`src/rtl/core/assert_macros.svh`:
```
// Assertion macros shared by the tokenizer RTL.
// Defining ASSERT_OFF removes every assertion from the build.
`ifndef ASSERT_MACROS_SVH
`define ASSERT_MACROS_SVH

`ifndef ASSERT_OFF

// prop must hold at every edge outside reset
`define ASSERT_CLK(lbl, clk, rstn, prop) \
    lbl: assert property (@(posedge clk) disable iff (!rstn) (prop)) \
        else $error("assertion failed");

// whenever trig holds, prop must hold one edge later
`define ASSERT_NEXT(lbl, clk, rstn, trig, prop) \
    lbl: assert property (@(posedge clk) disable iff (!rstn) (trig) |=> (prop)) \
        else $error("assertion failed");

`else

`define ASSERT_CLK(lbl, clk, rstn, prop)
`define ASSERT_NEXT(lbl, clk, rstn, trig, prop)

`endif

`endif

```
`src/rtl/core/cst_pkg.sv`:
```
// Scan mode codes and character constants for the tokenizer.
// No dependencies.
package cst_pkg;

    localparam int MODE_W = 3;

    localparam logic [MODE_W-1:0] MODE_BETWEEN = 3'd0;
    localparam logic [MODE_W-1:0] MODE_SLASH   = 3'd1;
    localparam logic [MODE_W-1:0] MODE_LINE    = 3'd2;
    localparam logic [MODE_W-1:0] MODE_BLOCK   = 3'd3;
    localparam logic [MODE_W-1:0] MODE_STAR    = 3'd4;
    localparam logic [MODE_W-1:0] MODE_TOKEN   = 3'd5;

    localparam logic [7:0] CH_HASH  = 8'h23;
    localparam logic [7:0] CH_SLASH = 8'h2F;
    localparam logic [7:0] CH_STAR  = 8'h2A;
    localparam logic [7:0] CH_LF    = 8'h0A;
    localparam logic [7:0] CH_TAB   = 8'h09;
    localparam logic [7:0] CH_CR    = 8'h0D;
    localparam logic [7:0] CH_SPACE = 8'h20;

    // output beat kinds
    localparam logic KIND_BYTE = 1'b0;
    localparam logic KIND_END  = 1'b1;

    // command on the input side
    localparam logic CMD_DATA = 1'b0;

    localparam int FIFO_DEPTH = 4;
    localparam int PTR_W      = 2;
    localparam int CNT_W      = 3;

    function automatic logic is_space(input logic [7:0] b);
        is_space = (b == CH_SPACE) || (b == CH_TAB) || (b == CH_CR) || (b == CH_LF);
    endfunction

endpackage

```
`src/rtl/core/comment_stripping_tokenizer.sv`:
```
// Comment-stripping whitespace tokenizer, top level.
// Depends on cst_pkg and assert_macros.svh.
//
//  channel   dir   tdata                            tuser        tlast
//  s_        in    [7:0] text_byte                  command      -
//  m_        out   [7:0] value, [8+:LINE_BITS] line kind         last of item
//  cfg_      in    cfg_wr_data = max_token_length (write only)
//
// An input beat is scanned in the cycle it is accepted; its zero to two result
// beats land in a 4-entry output queue, leaving one per cycle with m_tready high.
// With m_tready high an item giving one result or none never stalls the input;
// two-result items raise the queue level by one each and can stall the input.
// s_tready drops while fewer than two queue entries are free.
// aresetn is synchronous, active low.
// m_tready low only fills the queue; no state is lost under back-pressure.
`include "assert_macros.svh"

module comment_stripping_tokenizer #(
    parameter int LINE_BITS = 24
) (
    input  logic                 aclk,
    input  logic                 aresetn,

    input  logic                 cfg_wr_en,
    input  logic [7:0]           cfg_wr_data,

    input  logic                 s_tvalid,
    output logic                 s_tready,
    input  logic [7:0]           s_tdata,   // [7:0] text_byte
    input  logic                 s_tuser,   // [0] command

    output logic                 m_tvalid,
    input  logic                 m_tready,
    output logic [((8 + LINE_BITS + 7) / 8) * 8 - 1:0] m_tdata, // [7:0] value, then line_number
    output logic                 m_tuser,   // [0] kind
    output logic                 m_tlast
);

    localparam int TDATA_W = ((8 + LINE_BITS + 7) / 8) * 8;
    localparam logic [LINE_BITS-1:0] LINE_TOP = {LINE_BITS{1'b1}};
    localparam logic [LINE_BITS-1:0] LINE_ONE = LINE_BITS'(1);

    logic [cst_pkg::MODE_W-1:0] mode_reg, mode_next;
    logic [7:0]                 kept_reg, kept_next;
    logic [LINE_BITS-1:0]       line_reg, line_next, line_base;
    logic [7:0]                 max_reg;

    logic                       kind_q   [cst_pkg::FIFO_DEPTH];
    logic [7:0]                 value_q  [cst_pkg::FIFO_DEPTH];
    logic [LINE_BITS-1:0]       line_q   [cst_pkg::FIFO_DEPTH];
    logic                       last_q   [cst_pkg::FIFO_DEPTH];
    logic [cst_pkg::PTR_W-1:0]  wr_ptr_reg, rd_ptr_reg;
    logic [cst_pkg::CNT_W-1:0]  cnt_reg;

    logic       s_accept, m_pop;
    logic [7:0] b;
    logic       b_space;
    logic [1:0] n_res;
    logic       r0_kind, r1_kind;
    logic [7:0] r0_val, r1_val;

    assign s_accept = s_tvalid && s_tready;
    assign m_pop    = m_tvalid && m_tready;
    assign s_tready = (cnt_reg <= cst_pkg::CNT_W'(cst_pkg::FIFO_DEPTH - 2));
    assign b        = s_tdata;
    assign b_space  = cst_pkg::is_space(b);

    always_comb begin
        mode_next = mode_reg;
        kept_next = kept_reg;
        line_base = line_reg;
        line_next = line_reg;
        n_res     = 2'd0;
        r0_kind   = cst_pkg::KIND_BYTE;
        r0_val    = 8'd0;
        r1_kind   = cst_pkg::KIND_BYTE;
        r1_val    = 8'd0;
        if (s_accept) begin
            if (s_tuser != cst_pkg::CMD_DATA) begin
                // end of input: flush a held slash or an open token
                if (mode_reg == cst_pkg::MODE_SLASH) begin
                    if (max_reg != 8'd0) begin
                        r0_val  = cst_pkg::CH_SLASH;
                        r1_kind = cst_pkg::KIND_END;
                        n_res   = 2'd2;
                    end else begin
                        r0_kind = cst_pkg::KIND_END;
                        n_res   = 2'd1;
                    end
                end else if (mode_reg == cst_pkg::MODE_TOKEN) begin
                    r0_kind = cst_pkg::KIND_END;
                    n_res   = 2'd1;
                end
                mode_next = cst_pkg::MODE_BETWEEN;
                kept_next = 8'd0;
                line_next = LINE_ONE;
            end else begin
                unique case (mode_reg)
                    cst_pkg::MODE_BETWEEN: begin
                        if (b_space) begin
                            mode_next = cst_pkg::MODE_BETWEEN;
                        end else if (b == cst_pkg::CH_HASH) begin
                            mode_next = cst_pkg::MODE_LINE;
                        end else if (b == cst_pkg::CH_SLASH) begin
                            mode_next = cst_pkg::MODE_SLASH;
                        end else begin
                            mode_next = cst_pkg::MODE_TOKEN;
                            if (max_reg != 8'd0) begin
                                r0_val    = b;
                                n_res     = 2'd1;
                                kept_next = 8'd1;
                            end else begin
                                kept_next = 8'd0;
                            end
                        end
                    end
                    cst_pkg::MODE_SLASH: begin
                        if (b == cst_pkg::CH_SLASH) begin
                            mode_next = cst_pkg::MODE_LINE;
                        end else if (b == cst_pkg::CH_STAR) begin
                            mode_next = cst_pkg::MODE_BLOCK;
                        end else if (max_reg != 8'd0) begin
                            // held slash opens the token, then this byte
                            mode_next = cst_pkg::MODE_TOKEN;
                            r0_val    = cst_pkg::CH_SLASH;
                            n_res     = 2'd1;
                            kept_next = 8'd1;
                            if (b_space) begin
                                r1_kind   = cst_pkg::KIND_END;
                                n_res     = 2'd2;
                                kept_next = 8'd0;
                                mode_next = cst_pkg::MODE_BETWEEN;
                            end else if (max_reg > 8'd1) begin
                                r1_val    = b;
                                n_res     = 2'd2;
                                kept_next = 8'd2;
                            end
                        end else begin
                            mode_next = cst_pkg::MODE_TOKEN;
                            kept_next = 8'd0;
                            if (b_space) begin
                                r0_kind   = cst_pkg::KIND_END;
                                n_res     = 2'd1;
                                mode_next = cst_pkg::MODE_BETWEEN;
                            end
                        end
                    end
                    cst_pkg::MODE_LINE: begin
                        if (b == cst_pkg::CH_LF) begin
                            mode_next = cst_pkg::MODE_BETWEEN;
                        end
                    end
                    cst_pkg::MODE_BLOCK: begin
                        if (b == cst_pkg::CH_STAR) begin
                            mode_next = cst_pkg::MODE_STAR;
                        end
                    end
                    cst_pkg::MODE_STAR: begin
                        if (b == cst_pkg::CH_SLASH) begin
                            mode_next = cst_pkg::MODE_BETWEEN;
                        end else if (b != cst_pkg::CH_STAR) begin
                            mode_next = cst_pkg::MODE_BLOCK;
                        end
                    end
                    cst_pkg::MODE_TOKEN: begin
                        if (b_space) begin
                            r0_kind   = cst_pkg::KIND_END;
                            n_res     = 2'd1;
                            kept_next = 8'd0;
                            mode_next = cst_pkg::MODE_BETWEEN;
                        end else if (kept_reg < max_reg) begin
                            r0_val    = b;
                            n_res     = 2'd1;
                            kept_next = kept_reg + 8'd1;
                        end
                    end
                    default: begin
                        mode_next = cst_pkg::MODE_BETWEEN;
                        kept_next = 8'd0;
                        line_base = LINE_ONE;
                    end
                endcase
                line_next = line_base;
                if (b == cst_pkg::CH_LF && line_base != LINE_TOP) begin
                    line_next = line_base + LINE_ONE;
                end
            end
        end
    end

    always_ff @(posedge aclk) begin
        if (!aresetn) begin
            mode_reg   <= cst_pkg::MODE_BETWEEN;
            kept_reg   <= 8'd0;
            line_reg   <= LINE_ONE;
            max_reg    <= 8'd31;
            wr_ptr_reg <= '0;
            rd_ptr_reg <= '0;
            cnt_reg    <= '0;
        end else begin
            mode_reg   <= mode_next;
            kept_reg   <= kept_next;
            line_reg   <= line_next;
            if (cfg_wr_en) begin
                max_reg <= cfg_wr_data;
            end
            wr_ptr_reg <= wr_ptr_reg + cst_pkg::PTR_W'(n_res);
            if (m_pop) begin
                rd_ptr_reg <= rd_ptr_reg + cst_pkg::PTR_W'(1);
            end
            cnt_reg <= cnt_reg + cst_pkg::CNT_W'(n_res) - cst_pkg::CNT_W'(m_pop);
        end
    end

    // result queue payload, no reset needed
    always_ff @(posedge aclk) begin
        if (n_res != 2'd0) begin
            kind_q[wr_ptr_reg]  <= r0_kind;
            value_q[wr_ptr_reg] <= r0_val;
            line_q[wr_ptr_reg]  <= line_reg;
            last_q[wr_ptr_reg]  <= (n_res == 2'd1);
        end
        if (n_res == 2'd2) begin
            kind_q[wr_ptr_reg + cst_pkg::PTR_W'(1)]  <= r1_kind;
            value_q[wr_ptr_reg + cst_pkg::PTR_W'(1)] <= r1_val;
            line_q[wr_ptr_reg + cst_pkg::PTR_W'(1)]  <= line_reg;
            last_q[wr_ptr_reg + cst_pkg::PTR_W'(1)]  <= 1'b1;
        end
    end

    assign m_tvalid = (cnt_reg != '0);
    assign m_tdata  = TDATA_W'({line_q[rd_ptr_reg], value_q[rd_ptr_reg]});
    assign m_tuser  = kind_q[rd_ptr_reg];
    assign m_tlast  = last_q[rd_ptr_reg];

    `ASSERT_CLK(a_cnt_bound, aclk, aresetn, cnt_reg <= cst_pkg::CNT_W'(cst_pkg::FIFO_DEPTH))
    `ASSERT_CLK(a_room_on_accept, aclk, aresetn, !s_accept || cnt_reg <= cst_pkg::CNT_W'(2))
    `ASSERT_CLK(a_mode_legal, aclk, aresetn, mode_reg <= cst_pkg::MODE_TOKEN)
    `ASSERT_NEXT(a_eoi_clears, aclk, aresetn, s_accept && s_tuser,
        mode_reg == cst_pkg::MODE_BETWEEN && kept_reg == 8'd0 && line_reg == LINE_ONE)
    `ASSERT_CLK(a_no_space_byte, aclk, aresetn,
        !(m_tvalid && m_tuser == cst_pkg::KIND_BYTE) || !cst_pkg::is_space(m_tdata[7:0]))

endmodule

```
`config.mk`:
```
export PLATFORM = sky130hd
export DESIGN_NAME = comment_stripping_tokenizer
export DESIGN_NICKNAME = d
export VERILOG_FILES = /design/src/rtl/core/cst_pkg.sv /design/src/rtl/core/comment_stripping_tokenizer.sv
export VERILOG_INCLUDE_DIRS = /design/src /design/src/rtl/core
export SDC_FILE = /design/constraint.sdc
export NUM_CORES = 1
export LEC_CHECK = 0
export ABC_AREA = 1
export BUFFER_PORTS_ARGS = -buffer_cell sky130_fd_sc_hd__buf_2
export CAP_MARGIN = 10
export CORE_MARGIN = 2
export CORE_UTILIZATION = 52
export CTS_CLUSTER_DIAMETER = 40
export DETAILED_ROUTE_END_ITERATION = 16
export PLACE_DENSITY = 0.7
export SYNTH_ARGS = -nofsm -noshare
export SYNTH_HDL_FRONTEND = slang
export SYNTH_SLANG_ARGS = --single-unit
```
`constraint.sdc`:
```
create_clock -name aclk -period 3.9 [get_ports aclk]
set_clock_uncertainty 0.1 [all_clocks]
set_input_delay 0.195 -clock aclk [delete_from_list [all_inputs] [get_ports aclk]]
set_output_delay 0.195 -clock aclk [all_outputs]
set_load 0.02 [all_outputs]
```
# Word-level counts from Yosys, hierarchy flattened

Memories as Yosys holds them, arrays and structs flattened. A register that Yosys moved wholly into a read port is not among the register bits.
Cells that the tools add are included.

Flip-flop bits (word level): 50
Bits in writable memories: 136
Bits of input ports: 22
Output and inout port bits: 36
Logic and storage cells: 162
Memories kept: 4

Memories:

| name    | words | width | rd ports | clocked after Yosys merged registers in | wr ports | line                              | source |
|---|---|---|---|---|---|---|---|
| line_q  | 4     | 24    | 1        | 1                                       | 2        | comment_stripping_tokenizer.sv:50 | `logic [LINE_BITS-1:0] line_q [cst_pkg::FIFO_DEPTH];` |
| value_q | 4     | 8     | 1        | 1                                       | 2        | comment_stripping_tokenizer.sv:49 | `logic [7:0] value_q [cst_pkg::FIFO_DEPTH];` |
| kind_q  | 4     | 1     | 1        | 1                                       | 2        | comment_stripping_tokenizer.sv:48 | `logic kind_q [cst_pkg::FIFO_DEPTH];` |
| last_q  | 4     | 1     | 1        | 1                                       | 2        | comment_stripping_tokenizer.sv:51 | `logic last_q [cst_pkg::FIFO_DEPTH];` |

Add/sub/neg operators: 7
Magnitude comparators: 3
Eq/ne operators: 27
Multiplexer cells: 100
Reductions and logical operators: 14

Operator list:

| cell                    | count |
|---|---|
| $mux W8                 | 25 |
| $mux W24                | 5 |
| $mux W2                 | 19 |
| $mux W3                 | 12 |
| $eq A8 B6 Y1 const B    | 4 |
| $pmux W8 S4             | 1 |
| $mux W1                 | 30 |
| $add A24 B1 Y24 const B | 1 |
| $eq A8 B4 Y1 const B    | 3 |
| $mux W6                 | 4 |
| $ne A24 B24 Y1 const B  | 1 |
| $ne A3 B3 Y1 const B    | 8 |
| $pmux W8 S3             | 1 |
| $pmux W3 S6             | 1 |
| $add A8 B1 Y8 const B   | 1 |
| $gt A8 B1 Y1 const B    | 1 |
| $lt A8 B8 Y1            | 1 |
| $ne A8 B6 Y1 const B    | 1 |
| $reduce_and A8 Y1       | 1 |
| $reduce_bool A8 Y1      | 1 |
| $eq A3 B2 Y1 const B    | 2 |
| $eq A3 B3 Y1 const B    | 2 |
| $pmux W2 S3             | 1 |
| $reduce_or A6 Y1        | 1 |
| 19 further kinds        | 24 |

# Depth between registers and ports, before layout

Depth in word-level cells: 14
Mapped depth: 16
Mapped depth without buffers: 16

# Worst setup path after synthesis

No wires, ideal clock.

Kind: reg-to-reg
Start: reg cnt_reg[0] in the netlist's numbering
End: mem kind_q[1], enable pin
Library setup time: 390 ps
Arrival: 2368 ps
Required time: 3410 ps
Slack: 1042 ps
Stages on the path, launching flop included: 13
Path buffers: 1
Clock period less this slack: 2858 ps
Path through: dfxtp_1 a21oi_2 nand2_2 nor2_4 inv_2 nand2_1 nand2_1 inv_2 nand2_4 inv_4 nand2_2 buf_4 nand2_1

RTL lines:

| element                  | line                               | source |
|---|---|---|
| start: declaration       | comment_stripping_tokenizer.sv:53  | `logic [cst_pkg::CNT_W-1:0] cnt_reg;` |
| start signal: assignment | comment_stripping_tokenizer.sv:211 | `cnt_reg <= cnt_reg + cst_pkg::CNT_W'(n_res) - cst_pkg::CNT_W'(m_pop);` |
| end: declaration         | comment_stripping_tokenizer.sv:48  |  |

==> summary.txt <==
Final layout
  • Max FFs per register: 96
  • Area Overhead vs Synth: 13.1%
  • Final nets: 1180
  • Antenna Cells: 0
  • Final Non-Filler Cells: 1386
  • Layout cell share with drive strength beyond 1: 14.9%

Critical path
  • RR Endpoint: value_q[1][5]
  • CP Cell Sequence: a21oi_2 > nand2_2 > inv_1 > nand2_1 > nand2_1 > nand2_1 > inv_2 > nand2_4 > inv_4 > nand2_2 > nand2_1 > buf_4
  • Crit Path Max Fanout: 27
  • Arrival time of the worst setup path: 3100 ps
  • CP dominant cell by count: nand2_1
  • Startpoint Class: register
  • R2R depth: 12
  • Slowest CP cell: nand2_1
  • CP Buf/Inv Count: 4
  • Worst Path Required: 3930 ps
  • Max stage delay on crit path: 420 ps
  • Crit path from: cnt_reg[0]
  • Worst R2R Setup Slack: 830 ps
  • Endpoint class of the critical path: register
  • CP Class: reg -> reg
  • Reg-to-Reg Start: cnt_reg[0]
  • Crit path max-delay family: simple AND/OR/NAND/NOR gates

Routing
  • Wl on met1: 10400 um
  • Final wirelength: 22700 um
  • Met2 wire length: 10700 um
  • Top Metal Used: met4
  • Routed Antenna Nets: 0
  • DR iter-0 viols: 711
  • Drt drc: 0
  • Routed length per instance: 16.3 um
  • Met3 WL: 1170 um
  • Vias/cell: 5.51
  • 1st-pass router iterations: 5
  • Via count: 7637

Global routing
  • Initial antenna violation count: 0
  • Vias in the first global route: 7223
  • Largest net degree at the start of global routing: 69
  • Total gr overflow: 0
  • First-pass GRT wire length: 37100 um
  • GRT Total Usage: 24.2%

Clock network
  • Reg clk slew, reported paths: 70 ps
  • CTS sink count: 188
  • H-tree levels: 4
  • CTS tree: yes
  • Root Driver: clkbuf_16
  • CTS Buf Count: 17
  • Max clock buf depth: 2
  • Clk Latency, worst-skew pair: 430 ps

STA
  • Final Hold Viols: 0
  • Headroom to the max-slew limit: 35.1%
  • Max-slew violation count: 0
  • Tmin final: 3070 ps
  • Final period utilization: 78.7%
  • Setup TNS Final: 0 ps
  • Worst-Margin Slew: 973 ps
  • Fmax: 0.326 GHz
  • Unrepaired setup endpoints after global routing: false
  • Final Setup Violations: 0

Floorplanning
  • Core ar.: 17900 um^2
  • Initial Util: 52.9%
  • Die H: 139 um
  • Die area: 19300 um^2
  • I/O pins: 58
  • Row Count: 49
  • Chip Width: 139 um

Yosys
  • Ys async rst share: 0%
  • Most common cell in the synthesized netlist: nand2_1
  • Post-Syn Instances: 1078
  • Post-synth EDFFs: 132
  • Area leader, netlist: edfxtp_1
  • Top_reg_cell synth: edfxtp_1
  • Cell area after synthesis: 9480 um^2
  • Area contributors post-synth: edfxtp_1, dfxtp_1, nand2_1
  • Synth unique cells: 44
  • Synthesized net count: 1114
  • Commonest cells post-synth: nand2_1, nor2_1, edfxtp_1, o21ai_0, inv_1
  • Synthesis-stage register bit count: 188
  • Avg Cell Area, Syn: 8.79 um^2
  • Number of synthesis warnings: 0
  • Sequential fraction of the synthesis area: 53.7%
  • Top cell type's share of synthesized area: 41.8%

Placement
  • Placed insts: 1334
  • Post-DP HPWL: 15200 um
  • Port bufs: 57
  • Placer Congestion: 0.937

Run
  • Max_cap viols: 0

Min path
  • Worst Hold Class: in -> reg
  • Hold EP: rd_ptr_reg[0]
  • Hold Path Stages: 4
  • Hold Crit Start: m_tready

Pwr
  • Power per Cell Area: 542 nW/um^2
  • Maximum VDD drop: 0.363 mV
  • Leak pwr: 4.35 nW

Run status
  • Status: finished, final reports clean
layout make-up:
class                      count  area (um^2)
clock buffer                  17          425
timing repair buffer          89          586
clock inverter                15          168
sequential                   188         5090
fill                        1577         7190
inverter                     100          378
multi-input combinational    748         3790
tap                          229          287
stage by stage:
stage / area [um^2] / util (%) / setup WS, ps / power [mW] / hold WS (ps)
3_3_place_gp: 9910 / 55.4 / 932 / 4.09 / 311
2_1_floorplan: 9480 / - / 1040 / 3.61 / 221
6_report: 10700 / 59.9 / 831 / 5.81 / 27.3
5_1_grt: 10700 / 59.9 / 559 / 6.10 / 64.2
3_5_place_dp: 9910 / 55.4 / 823 / 4.12 / 314
4_1_cts: 10700 / 59.7 / 791 / 5.82 / 21.4
per-layer routing:
| metal | up-vias | global-route usage, % |
|---|---|---|
| li1 | 3802 | - |
| met1 | 3569 | 33.6 |
| met2 | 236 | 39.7 |
| met3 | 30 | 4.01 |
| met4 | 0 | 6.91 |
| met5 | - | 0 |
repair_timing:
action,4_1_cts,5_1_grt
hold buffers,19,0
resized for setup,0,0
buffers inserted,0,0
endpoints found under the hold margin,9,0
tightest hold or removal path: stages:
cell,delay (ps)
buf_2,70
nand2_1,40
inv_1,120
a21oi_1,80
placed cells by master (no fill, tap or decap), types with 9 or more instances in the layout:
master         synthesis  final
nor2_1               174    174
xor2_1                13     13
nor3_1                18     18
o21ai_0              104    104
buf_4                  4     12
nor2_2                10     10
nand4_1                9      9
o22ai_1               34     34
dlygate4sd3_1          0     19
nand2_1              186    186
inv_1                 85     84
a21oi_1               56     56
ha_1                  13     13
nand2_2               14     14
edfxtp_1             132    132
nand3_1               64     64
inv_2                 14     14
clkbuf_16              0     17
dfxtp_1               56     55
buf_2                  3     57
power breakdown:
part,internal [mW],switching [mW]
Sequential,2.40,0.0873
Combinational,0.480,1.14
Clock,0.862,0.840
worst max-delay path by stage:
stage	to	slack (ps)	cells after the start
after detailed placement	line_q[1][20]	820	12
after global routing	value_q[1][5]	560	12
after CTS	m_tdata[25]	790	5
after floorplan	kind_q[1]	1040	12
after global placement	value_q[1][5]	930	12
final	value_q[1][5]	830	12
logic make-up after synthesis:
| group | synth area share [%] |
|---|---|
| xor+xnor | 1.57 |
| compound gates | 13.0 |
| fa+ha+maj | 1.93 |
| buf+inv | 6.38 |
| simple gates | 23.5 |
| flops | 53.7 |
(Power assumes the default switching activity.)
